**config.mk**
```make
export PLATFORM = sky130hd
export DESIGN_NAME = stdg_dim_cell
export DESIGN_NICKNAME = d
export VERILOG_FILES = /design/src/strided_tensor_offset_generator_core_assert.svh /design/src/stdg_pkg.sv /design/src/stdg_dim_cell.sv
export SDC_FILE = /design/constraint.sdc
export NUM_CORES = 1
export LEC_CHECK = 0
export ABC_CLOCK_PERIOD_IN_PS = 1300
export BUFFER_PORTS_ARGS = -buffer_cell sky130_fd_sc_hd__buf_2
export CELL_PAD_IN_SITES_DETAIL_PLACEMENT = 1
export CELL_PAD_IN_SITES_GLOBAL_PLACEMENT = 2
export CORE_ASPECT_RATIO = 0.5
export CORE_UTILIZATION = 22
export CTS_CLUSTER_SIZE = 16
export DETAILED_ROUTE_END_ITERATION = 10
export PLACE_DENSITY_LB_ADDON = 0.15
export REMOVE_ABC_BUFFERS = 1
export SETUP_SLACK_MARGIN = 0.5
export SYNTH_ARGS = -nofsm -noshare
export SYNTH_HDL_FRONTEND = slang
export SYNTH_SLANG_ARGS = --single-unit
```
**constraint.sdc**
```tcl
create_clock -name clk -period 1.3 [get_ports clk]
set_clock_uncertainty 0.1 [all_clocks]
set_input_delay 0.065 -clock clk [delete_from_list [all_inputs] [get_ports clk]]
set_output_delay 0.065 -clock clk [all_outputs]
set_load 0.05 [all_outputs]
```
**src/strided_tensor_offset_generator_core_assert.svh**
```systemverilog
// ----------------------------------------------------------------------------
// strided_tensor_offset_generator_core_assert
// Assertion macros used by the offset generator core.
// ----------------------------------------------------------------------------
`ifndef STRIDED_TENSOR_OFFSET_GENERATOR_CORE_ASSERT_SVH
`define STRIDED_TENSOR_OFFSET_GENERATOR_CORE_ASSERT_SVH

// Same-cycle implication, checked on every rising edge outside reset.
`define STDG_ASSERT_NOW(lbl, ante, cons, msg) \
  lbl: assert property (@(posedge clk) disable iff (!rst_n) (ante) |-> (cons)) \
    else $error(msg);

// Next-cycle implication.
`define STDG_ASSERT_NEXT(lbl, ante, cons, msg) \
  lbl: assert property (@(posedge clk) disable iff (!rst_n) (ante) |=> (cons)) \
    else $error(msg);

`endif

```
**src/stdg_pkg.sv**
```systemverilog
// ----------------------------------------------------------------------------
// stdg_pkg
// Shared widths, register indexes and cell structs of the offset generator.
// ----------------------------------------------------------------------------
package stdg_pkg;

  localparam int MAX_DIMS_DEF = 8;
  localparam int OFS_W        = 48;
  localparam int EXT_W        = 32;
  localparam int DIMS_W       = 4;
  localparam int DIM_IDX_W    = 3;
  localparam int CFG_IDX_W    = 2;
  localparam int CFG_DATA_W   = 48;

  localparam logic [CFG_IDX_W-1:0] CFG_SRC_DIMS  = 2'd0;
  localparam logic [CFG_IDX_W-1:0] CFG_DST_DIMS  = 2'd1;
  localparam logic [CFG_IDX_W-1:0] CFG_ELEM_CNT  = 2'd2;

  localparam logic CMD_LOAD    = 1'b0;
  localparam logic CMD_COMPUTE = 1'b1;

  // control broadcast to every dimension cell
  typedef struct packed {
    logic                 load;
    logic [DIM_IDX_W-1:0] dim;
    logic [EXT_W-1:0]     src_extent;
    logic [EXT_W-1:0]     src_step;
    logic [EXT_W-1:0]     dst_extent;
    logic [EXT_W-1:0]     dst_step;
    logic                 start;
    logic [DIMS_W-1:0]    src_first;
    logic [DIMS_W-1:0]    dst_first;
    logic                 src_shift;
    logic                 dst_shift;
  } stdg_cell_ctl_t;

  // entries of a cell, zero unless the cell holds the token
  typedef struct packed {
    logic [EXT_W-1:0] src_ext;
    logic [EXT_W-1:0] src_step;
    logic [EXT_W-1:0] dst_ext;
    logic [EXT_W-1:0] dst_step;
  } stdg_cell_out_t;

endpackage

```
**src/stdg_dim_cell.sv**
```systemverilog
// ----------------------------------------------------------------------------
// stdg_dim_cell
// One dimension: extent/stride entries of both layouts plus the walk tokens.
// ----------------------------------------------------------------------------
module stdg_dim_cell
  import stdg_pkg::*;
#(
  parameter int IDX = 0
) (
  input  logic           clk,
  input  logic           rst_n,
  input  stdg_cell_ctl_t ctl,
  input  logic           src_tok_up,
  input  logic           dst_tok_up,
  output logic           src_tok,
  output logic           dst_tok,
  output stdg_cell_out_t ent
);

  logic [EXT_W-1:0] src_ext_r, src_step_r, dst_ext_r, dst_step_r;
  logic             src_tok_r, dst_tok_r;
  logic             wr_hit;

  assign wr_hit = ctl.load && ({1'b0, ctl.dim} == 4'(IDX));

  always_ff @(posedge clk) begin
    if (!rst_n) begin
      src_ext_r  <= EXT_W'(1);
      src_step_r <= '0;
      dst_ext_r  <= EXT_W'(1);
      dst_step_r <= '0;
    end else if (wr_hit) begin
      // a zero extent is held as one
      src_ext_r  <= (ctl.src_extent == '0) ? EXT_W'(1) : ctl.src_extent;
      src_step_r <= ctl.src_step;
      dst_ext_r  <= (ctl.dst_extent == '0) ? EXT_W'(1) : ctl.dst_extent;
      dst_step_r <= ctl.dst_step;
    end
  end

  always_ff @(posedge clk) begin
    if (!rst_n) begin
      src_tok_r <= 1'b0;
      dst_tok_r <= 1'b0;
    end else begin
      if (ctl.start)          src_tok_r <= (ctl.src_first == 4'(IDX));
      else if (ctl.src_shift) src_tok_r <= src_tok_up;
      if (ctl.start)          dst_tok_r <= (ctl.dst_first == 4'(IDX));
      else if (ctl.dst_shift) dst_tok_r <= dst_tok_up;
    end
  end

  assign src_tok      = src_tok_r;
  assign dst_tok      = dst_tok_r;
  assign ent.src_ext  = src_tok_r ? src_ext_r  : '0;
  assign ent.src_step = src_tok_r ? src_step_r : '0;
  assign ent.dst_ext  = dst_tok_r ? dst_ext_r  : '0;
  assign ent.dst_step = dst_tok_r ? dst_step_r : '0;

endmodule

```
==> out/qor.csv <==
metric,value,unit
grtUsageTotal,0.193,
p_clk_frac,0.426,
synth_area_leaders,"dfxtp_1, nand2_1, a21boi_1, and2_1, buf_6",
netSwitchingPower,2.74,mW
ys_seq_area_frac,0.445,
route.met2.wl,16400,µm
p_int,7.78,mW
drt_first_pass_iters,4,
critPathArrivalTime,1.44,ns
path_cells,"buf_8, buf_6, and2_1, buf_6",
grt_max_degree,46,
violations,"negative hold slack, negative setup slack",
timing.final.crit_share,1.23,
drv_cap,0,
yosys-top-cells-count,"nand2_1, dfxtp_1, and2_1, a21boi_1, clkbuf_1",
slew_headroom,0.738,
finish.utilization,0.522,
coreArea,25600,µm²
setup-violations-final,132,
post_synth_instance_area,5850,µm²
clk_latency,0.43,ns
tightest_slew,0.390,ns
rr_worst_depth,5,
synth_edf_count,0,
gp_congestion,0.737,
synth.distinct_cells,19,
dieHeight,117,µm
ys_warn_count,0,
critPathMaxStageDelay,0.36,ns
cts-root-buf,clkbuf_16,
synth_top_cell_by_area,dfxtp_1,
endpoint_kind,primary output,
io_buffers,276,
cp_common_cell,buf_6,
crit_start,src_tok,
slew_violations,0,
syn_inst,728,
holdWs,-0.189,ns
wl_met1,13200,µm
grt_pass1_vias,7125,
num_vias,6972,
p_seq_frac,0.393,
max-vdd-ir-drop,0.913,mV
path_class,register to primary output,
finalCriticalPeriod,1.60,ns
power_switching_share,0.260,
syn2layout_area_growth,129,%
start_util,0.228,
path_max_fanout,8,
overflow,0,
routed_wl,31300,µm
reg2reg_to,dst_tok,
fmaxAchievable,624,MHz
num-fill-cells,2779,
rr_startpoint,dst_tok,
viasPerCell,4.53,
drive_gt1_frac,0.568,
wl_per_cell,20.3,µm
async_flop_share,0,
io_pins,277,
outcome,"finished, violations left",
layout_setup_ws,-0.302,ns
met3_length,1220,µm
crit_slowest_cell,dfxtp_4,
grt_setup_unrepaired,true,
die-area,27300,µm²
cts_num_sinks,130,
synth_flop_cell,dfxtp_1,
nNetsFinal,1333,
powerDensity,786,nW/µm²
first_iter_violations,257,
detail-route-antenna-nets,0,
cts_tree,yes,
r2r_slack,-0.16,ns
register_area,2610,µm²
htreeDepth,4,
antenna_found_initial,4,
hold_class,input port to register,
top_layer,met4,
pwr-share-comb,0.181,
dp_hpwl,15200,µm
ys_ff_latch,130,
finalHoldViolations,5,
yosysMostFrequentCell,nand2_1,
crit_end,ent[104],
yosys.area.top_type_share,0.445,
clkTransAtPathRegs,0.05,ns
crit_path_start_kind,register,
rows,41,
cts_made_buffers,17,
grt_pass1_wl,39900,µm
multi_input_area,4210,µm²
worstPathRequired,1.13,ns
cts_buffer_depth,2,
drc,0,
p_leak,5.70,nW
tns,-33.70,ns
die_w,233,µm
syn_area_per_cell,8.04,µm²
==> power by group through the flow <==
stage / sequential [mW] / clock, mW / combinational (mW)
4_1_cts: 4.12 / 4.57 / 1.40
6_report: 4.14 / 4.48 / 1.90
5_1_grt: 4.14 / 4.76 / 2.00
2_1_floorplan: 4.22 / 0 / 0.342
3_3_place_gp: 4.20 / 0 / 0.891
3_5_place_dp: 4.20 / 0 / 0.895
==> cells in the final DEF, fill, tap and decap left out, drive strengths merged, types with 2 or more instances in the layout <==
| master | netlist | routed |
|---|---|---|
| buf | 28 | 350 |
| and2 | 128 | 128 |
| or4b | 1 | 3 |
| o21a | 2 | 2 |
| diode | 0 | 3 |
| nor2 | 4 | 4 |
| nand4 | 4 | 4 |
| mux2 | 2 | 2 |
| clkbuf | 28 | 42 |
| o41ai | 2 | 2 |
| o21ai | 2 | 2 |
| dfxtp | 130 | 130 |
| a21boi | 126 | 126 |
| o211a | 2 | 2 |
| dlygate4sd3 | 0 | 126 |
| nor4 | 16 | 16 |
| nand2 | 252 | 252 |
==> final cells by class <==
class / count / area share
antenna: 3 / 0.000561
timing repair buffer: 493 / 0.420
tap: 344 / 0.0322
multi-input combinational: 544 / 0.314
sequential: 130 / 0.195
clock buffer: 25 / 0.0385
==> sequential cells by signal, summed over array words and instances, names as in the netlist <==
register	flops
dst_ext_r	32
dst_step_r	32
dst_tok	1
src_ext_r	32
src_step_r	32
src_tok	1
==> layer usage <==
metal,track usage,up-vias
li1,-,3306
met5,0,-
met3,0.0438,33
met2,0.342,141
met4,0.0641,0
met1,0.228,3492
==> worst min path at each step <==
| stage | slack, ns | cells after the start | endpoint | startpoint |
|---|---|---|---|---|
| 2_1_floorplan | 0.04 | 1 | dst_ext_r[0] | rst_n |
| 3_3_place_gp | 0.21 | 3 | src_step_r[27] | ctl[102] |
| 3_5_place_dp | 0.21 | 3 | dst_step_r[1] | ctl[12] |
| 4_1_cts | -0.22 | 3 | src_tok | ctl[8] |
| 5_1_grt | -0.19 | 3 | src_tok | ctl[8] |
| 6_report | -0.19 | 3 | src_tok | ctl[8] |
==> worst max-delay path, delay by kind of cell (launching register included) <==
kind                   cells  cell delay (ns)
DFF                        1             0.36
and+or+nand+nor            1             0.16
buffers and inverters      3             0.47
==> repair_timing <==
| action | CTS | global route |
|---|---|---|
| endpoints found under the setup margin | 260 | 260 |
| endpoints found under the hold margin | 130 | 34 |
| gates resized for setup | 318 | 485 |
| hold buffers | 127 | 30 |
| pin swaps | 21 | 190 |
| cloned | 17 | 23 |
| buffers inserted | 10 | 10 |
==> through the flow <==
stage / area (µm²) / worst slack, ns / hold WS (ns) / instances / power, mW
floorplan: 5540 / -8.96 / 0.0450 / 672 / 4.57
global placement: 7730 / -0.196 / 0.207 / 1325 / 5.09
detailed placement: 7730 / -0.251 / 0.212 / 1325 / 5.09
CTS: 11100 / -0.304 / -0.216 / 1504 / 10.1
global route: 13400 / -0.360 / -0.192 / 1539 / 10.9
finish: 13400 / -0.302 / -0.189 / 1539 / 10.5
==> cell families (layout without fill, tap and decap cells) <==
group	count (synthesis)	count (layout)	synth area share
buffers and inverters	56	518	0.0539
other	0	3	0
and+or+nand+nor	406	408	0.325
DFF	130	130	0.445
AOI/OAI and AO/OA	134	134	0.172
muxes	2	2	0.00385
Power figures use the tool's default switching activity.
