## config.mk

```make
export PLATFORM = sky130hd
export DESIGN_NAME = stdg_engine
export DESIGN_NICKNAME = d
export VERILOG_FILES = /design/src/strided_tensor_offset_generator_core_assert.svh /design/src/stdg_pkg.sv /design/src/stdg_engine.sv
export SDC_FILE = /design/constraint.sdc
export NUM_CORES = 2
export LEC_CHECK = 0
export ABC_AREA = 1
export BUFFER_PORTS_ARGS = -buffer_cell sky130_fd_sc_hd__buf_2
export CORE_AREA = 2 2 254 256
export DETAILED_ROUTE_END_ITERATION = 10
export DIE_AREA = 0 0 256 258
export HOLD_SLACK_MARGIN = 0.1
export PLACE_DENSITY = 0.9
export SYNTH_ARGS = -nofsm -noshare
export SYNTH_HDL_FRONTEND = slang
export SYNTH_SLANG_ARGS = --single-unit
```

## constraint.sdc

```tcl
create_clock -name clk -period 13.8 [get_ports clk]
set_input_delay 4.14 -clock clk [delete_from_list [all_inputs] [get_ports clk]]
set_output_delay 4.14 -clock clk [all_outputs]
set_load 0.01 [all_outputs]
```

## src/strided_tensor_offset_generator_core_assert.svh

```systemverilog
// ----------------------------------------------------------------------------
// strided_tensor_offset_generator_core_assert
// Assertion macros used by the offset generator core.
// ----------------------------------------------------------------------------
`ifndef STRIDED_TENSOR_OFFSET_GENERATOR_CORE_ASSERT_SVH
`define STRIDED_TENSOR_OFFSET_GENERATOR_CORE_ASSERT_SVH

// Same-cycle implication, checked on every rising edge outside reset.
`define STDG_ASSERT_NOW(lbl, ante, cons, msg) \
  lbl: assert property (@(posedge clk) disable iff (!rst_n) (ante) |-> (cons)) \
    else $error(msg);

// Next-cycle implication.
`define STDG_ASSERT_NEXT(lbl, ante, cons, msg) \
  lbl: assert property (@(posedge clk) disable iff (!rst_n) (ante) |=> (cons)) \
    else $error(msg);

`endif

```

## src/stdg_pkg.sv

```systemverilog
// ----------------------------------------------------------------------------
// stdg_pkg
// Shared widths, register indexes and cell structs of the offset generator.
// ----------------------------------------------------------------------------
package stdg_pkg;

  localparam int MAX_DIMS_DEF = 8;
  localparam int OFS_W        = 48;
  localparam int EXT_W        = 32;
  localparam int DIMS_W       = 4;
  localparam int DIM_IDX_W    = 3;
  localparam int CFG_IDX_W    = 2;
  localparam int CFG_DATA_W   = 48;

  localparam logic [CFG_IDX_W-1:0] CFG_SRC_DIMS  = 2'd0;
  localparam logic [CFG_IDX_W-1:0] CFG_DST_DIMS  = 2'd1;
  localparam logic [CFG_IDX_W-1:0] CFG_ELEM_CNT  = 2'd2;

  localparam logic CMD_LOAD    = 1'b0;
  localparam logic CMD_COMPUTE = 1'b1;

  // control broadcast to every dimension cell
  typedef struct packed {
    logic                 load;
    logic [DIM_IDX_W-1:0] dim;
    logic [EXT_W-1:0]     src_extent;
    logic [EXT_W-1:0]     src_step;
    logic [EXT_W-1:0]     dst_extent;
    logic [EXT_W-1:0]     dst_step;
    logic                 start;
    logic [DIMS_W-1:0]    src_first;
    logic [DIMS_W-1:0]    dst_first;
    logic                 src_shift;
    logic                 dst_shift;
  } stdg_cell_ctl_t;

  // entries of a cell, zero unless the cell holds the token
  typedef struct packed {
    logic [EXT_W-1:0] src_ext;
    logic [EXT_W-1:0] src_step;
    logic [EXT_W-1:0] dst_ext;
    logic [EXT_W-1:0] dst_step;
  } stdg_cell_out_t;

endpackage

```

## src/stdg_engine.sv

```systemverilog
// ----------------------------------------------------------------------------
// stdg_engine
// Bit-serial divide plus multiply-accumulate for one layout.
// ----------------------------------------------------------------------------
module stdg_engine
  import stdg_pkg::*;
(
  input  logic             clk,
  input  logic             rst_n,
  input  logic             start,
  input  logic [OFS_W-1:0] idx_in,
  input  logic [EXT_W-1:0] ext,
  input  logic [EXT_W-1:0] step,
  input  logic             last,
  output logic             shift,
  output logic             done,
  output logic [OFS_W-1:0] acc
);

  localparam logic [2:0] E_IDLE  = 3'd0;
  localparam logic [2:0] E_SEL   = 3'd1;
  localparam logic [2:0] E_DIV   = 3'd2;
  localparam logic [2:0] E_MUL   = 3'd3;
  localparam logic [2:0] E_ADD   = 3'd4;
  localparam logic [2:0] E_MULHI = 3'd5;
  localparam logic [2:0] E_ADDHI = 3'd6;
  localparam logic [2:0] E_DONE  = 3'd7;

  localparam int CNT_W = $clog2(OFS_W);

  logic [2:0]         st_r, st_nxt;
  logic [CNT_W-1:0]   cnt_r;
  logic [OFS_W-1:0]   quo_r, acc_r;
  logic [EXT_W-1:0]   rem_r;
  logic [2*EXT_W-1:0] prod_r;
  logic [EXT_W:0]     shifted, diff;
  logic               ge;
  logic [EXT_W-1:0]   mul_a;

  assign shifted = {rem_r, quo_r[OFS_W-1]};
  assign ge      = shifted >= {1'b0, ext};
  assign diff    = shifted - {1'b0, ext};

  always_comb begin
    mul_a = rem_r;
    if (st_r == E_MULHI)  mul_a = EXT_W'(quo_r[OFS_W-1:EXT_W]);
    else if (last)        mul_a = quo_r[EXT_W-1:0];
  end

  always_comb begin
    st_nxt = st_r;
    unique case (st_r)
      E_IDLE:  st_nxt = E_IDLE;
      E_SEL:   st_nxt = last ? E_MUL : E_DIV;
      E_DIV:   st_nxt = (cnt_r == CNT_W'(OFS_W-1)) ? E_MUL : E_DIV;
      E_MUL:   st_nxt = E_ADD;
      E_ADD:   st_nxt = last ? E_MULHI : E_SEL;
      E_MULHI: st_nxt = E_ADDHI;
      E_ADDHI: st_nxt = E_DONE;
      E_DONE:  st_nxt = E_DONE;
      default: st_nxt = E_IDLE;
    endcase
    if (start) st_nxt = E_SEL;
  end

  always_ff @(posedge clk) begin
    if (!rst_n) st_r <= E_IDLE;
    else        st_r <= st_nxt;
  end

  always_ff @(posedge clk) begin
    if (start) begin
      quo_r <= idx_in;
      rem_r <= '0;
      acc_r <= '0;
      cnt_r <= '0;
    end else begin
      unique case (st_r)
        E_DIV: begin
          quo_r <= {quo_r[OFS_W-2:0], ge};
          rem_r <= ge ? diff[EXT_W-1:0] : shifted[EXT_W-1:0];
          cnt_r <= cnt_r + CNT_W'(1);
        end
        E_ADD: begin
          acc_r <= acc_r + prod_r[OFS_W-1:0];
          rem_r <= '0;
          cnt_r <= '0;
        end
        E_ADDHI: acc_r <= acc_r + {prod_r[OFS_W-EXT_W-1:0], {EXT_W{1'b0}}};
        default: ;
      endcase
    end
    prod_r <= mul_a * step;
  end

  assign shift = (st_r == E_ADD) && !last;
  assign done  = (st_r == E_DONE);
  assign acc   = acc_r;

endmodule

```

==> summary.md <==
| Metric | Value |
|---|---|
| Status | completed |
| # clock sinks | 185 |
| RSZ-0062 raised after global routing | no |
| Mean area per synthesized cell | approximately 7.6 µm² |
| Final Util | 0.673 |
| Final #Nets | ~6600 |
| Synth top cells by count | inv_1 (1173), nand2_1 (1113), fa_1 (782), nor2_1 (737), ha_1 (271) |
| Initial antenna violation count | 2 |
| M3 GR Usage | 0.128 |
| Post_cts resized | 0 |
| Crit end category | register |
| Die Footprint | 66000 µm² |
| Max Slew Vio Count | 0 |
| First-pass GRT wire length | about 220000 µm |
| Post-Syn Area | about 40000 µm² |
| Overflow after GRT | 0 |
| Synth top area share | 0.384 |
| Hold Vio Cnt, Final | 0 |
| Boundary Pins | 166 |
| Layout area overhead | 5.10% |
| CP max FO | 45 |
| DRT iter0 DRCs | about 3700 |
| Placed cell areas | around 42000 µm² |
| Final ANT Viol Nets | 0 |
| Clk Latency, worst-skew pair | ~470 ps |
| Fmax | 81.8 MHz |
| Vias per inst | 5.87 |
| DIE WIDTH | between 200 and 300 µm |
| Startpoint Class | primary input |
| Deepest clock path buffer count | 2 |
| WP data required | around 14000 ps |
| Num CTS Buffers | 17 |
| Yosys cell types | 48 |
| Final wirelength | between 100000 and 150000 µm |
| Setup bufs post-CTS | 0 |
| Syn_nets | around 6500 |
| Kind of critical path | primary input to register |
| GR Util met2 | 0.682 |
| DRC | 0 |
| Rows | a little over 90 |
| Register area share after synthesis | 0.103 |
| Synth area leader | fa_1 |
| Worst hold path class | register to register |
| RePlAce Congestion | roughly 1.0 |
| Vias | ~37000 |
| Period utilization | 0.886 |
| Clock root cell | clkbuf_16 |
| Met1 usage | 0.513 |
| Post-layout worst setup margin | 1580 ps |
| Port-buffer cells | 165 |
| Fin area | about 43000 µm² |
| Dpl hpwl | 114000 µm |
| CTS tree | built |
| Largest net degree at the start of global routing | between 90 and 100 |
| Average routed wire per standard cell | approximately 22 µm |
| Post-synth EDFFs | 48 |
| # hold bufs at CTS | 0 |
| Placement Setup Slack | 1300 ps |
| Core region area | 63600 µm² |
| Final setup violation count | 0 |
| Share of cells above drive strength 1 | 0.0537 |
| Pre-antenna DRT Iters | 8 |
| Gr usage total | 0.431 |
| Slew headroom | 0.170 |
| Setup Skew | around 20 ps |
| Die height | 258 µm |
| Synth area leaders | fa_1 (38%), inv_1 (11%), nand2_1 (10%) |
| Data arrival, critical path | between 10000 and 15000 ps |
| Synthesis-stage register bit count | 185 |
| Least-Margin Pin Slew | roughly 1200 ps |
| Number of H-tree levels | 4 |
| Starting density of the core | 0.640 |
| Yosys warning total | 0 |
| Setup total negative slack | 0 ps |
| Period minus WS final | 12220 ps |
| Main synth FF type | dfxtp_1 |
| GR peak layer | met2 |
| # fillers | 5401 |
| Post-Syn Instances | between 5000 and 6000 |
| Top-count cell post-synth | inv_1 |
| Number of global-route vias before repair | around 39000 |
| Clock slew at reported path FFs | around 70 ps |
| Max-cap violations | 0 |
| Asr flop ratio synth | 0 |
-- final cells by class --
cell class                 count  area (µm²)  share of cell area
sequential                   185        4180              0.0977
multi-input combinational   3800       31300               0.731
clock inverter                14         151             0.00354
tap                          855        1070              0.0250
inverter                    1193        4480               0.105
timing repair buffer         210        1170              0.0272
clock buffer                  18         439              0.0103
antenna                        5        12.5            0.000292
-- cells in the final DEF, fill, tap and decap left out, drive strengths merged, types with 4 or more instances in the layout --
cell and n:
inv 1189, nand2 1124, fa 782, nor2 739, ha 271, a21oi 240, buf 210, o21ai 194
nand3 163, dfxtp 137, xnor2 50, xor2 48, edfxtp 48, o211ai 33, nand4 26, nor3 23
o21bai 21, a31oi 21, clkbuf 18, clkinv 17, a21o 16, nor4 10, nand3b 9, a21boi 7
diode 5, o21a 5, a211oi 5, or2 4
-- final timing paths --
kind,from,to,slack [ps],cells after the start
setup / recovery,last,prod_r[46],1580,28
hold reg to reg,cnt_r[3],cnt_r[3],430,1
hold / removal,cnt_r[3],cnt_r[3],430,1
setup reg to reg,st_r[0],prod_r[45],4570,26
-- worst max-delay path, stage by stage --
cell     delay (ps)
buf_2           350
inv_2           480
nand2_1         140
nand3_1         130
o21ai_2         280
buf_4           300
inv_1           480
nand2_1         190
fa_1            610
inv_1            60
fa_1            490
fa_1            570
fa_1            450
fa_1            550
fa_1            470
fa_1            510
inv_1            50
fa_1            470
inv_1            50
ha_1            410
nand2_1         150
nor2_1          120
inv_1            70
nor4_1          370
nand4_1         130
nand3_1         250
a21oi_1         120
xor2_1          150
-- kinds of logic after synthesis --
logic type / synth area share
AOI/OAI and AO/OA: 0.0743
xor gates and xnor gates: 0.0211
adders and majority gates: 0.467
buffers and inverters: 0.130
DFF: 0.103
and+or+nand+nor: 0.204
-- per-layer routing --
metal / vias up / part of all wire
li1: 16100 / -
met1: 17600 / 0.35
met2: 2432 / 0.44
met3: 697 / 0.12
met4: 0 / 0.081
met5: - / 0
-- through the flow --
step / hold slack (ps) / instances
after floorplan: 403 / 5375
after global placement: 411 / 6243
after detailed placement: 417 / 6243
after CTS: 427 / 6275
after global routing: 433 / 6275
final: 431 / 6280
-- sequential cells by signal, indices dropped and copies added, names as in the netlist --
signal / cells
acc: 48
cnt_r: 6
prod_r: 48
quo_r: 48
rem_r: 32
st_r: 3
Power is left out: the tool's default activity adds up to more than one toggle a clock period on the data nets, which glitch-free logic cannot reach.
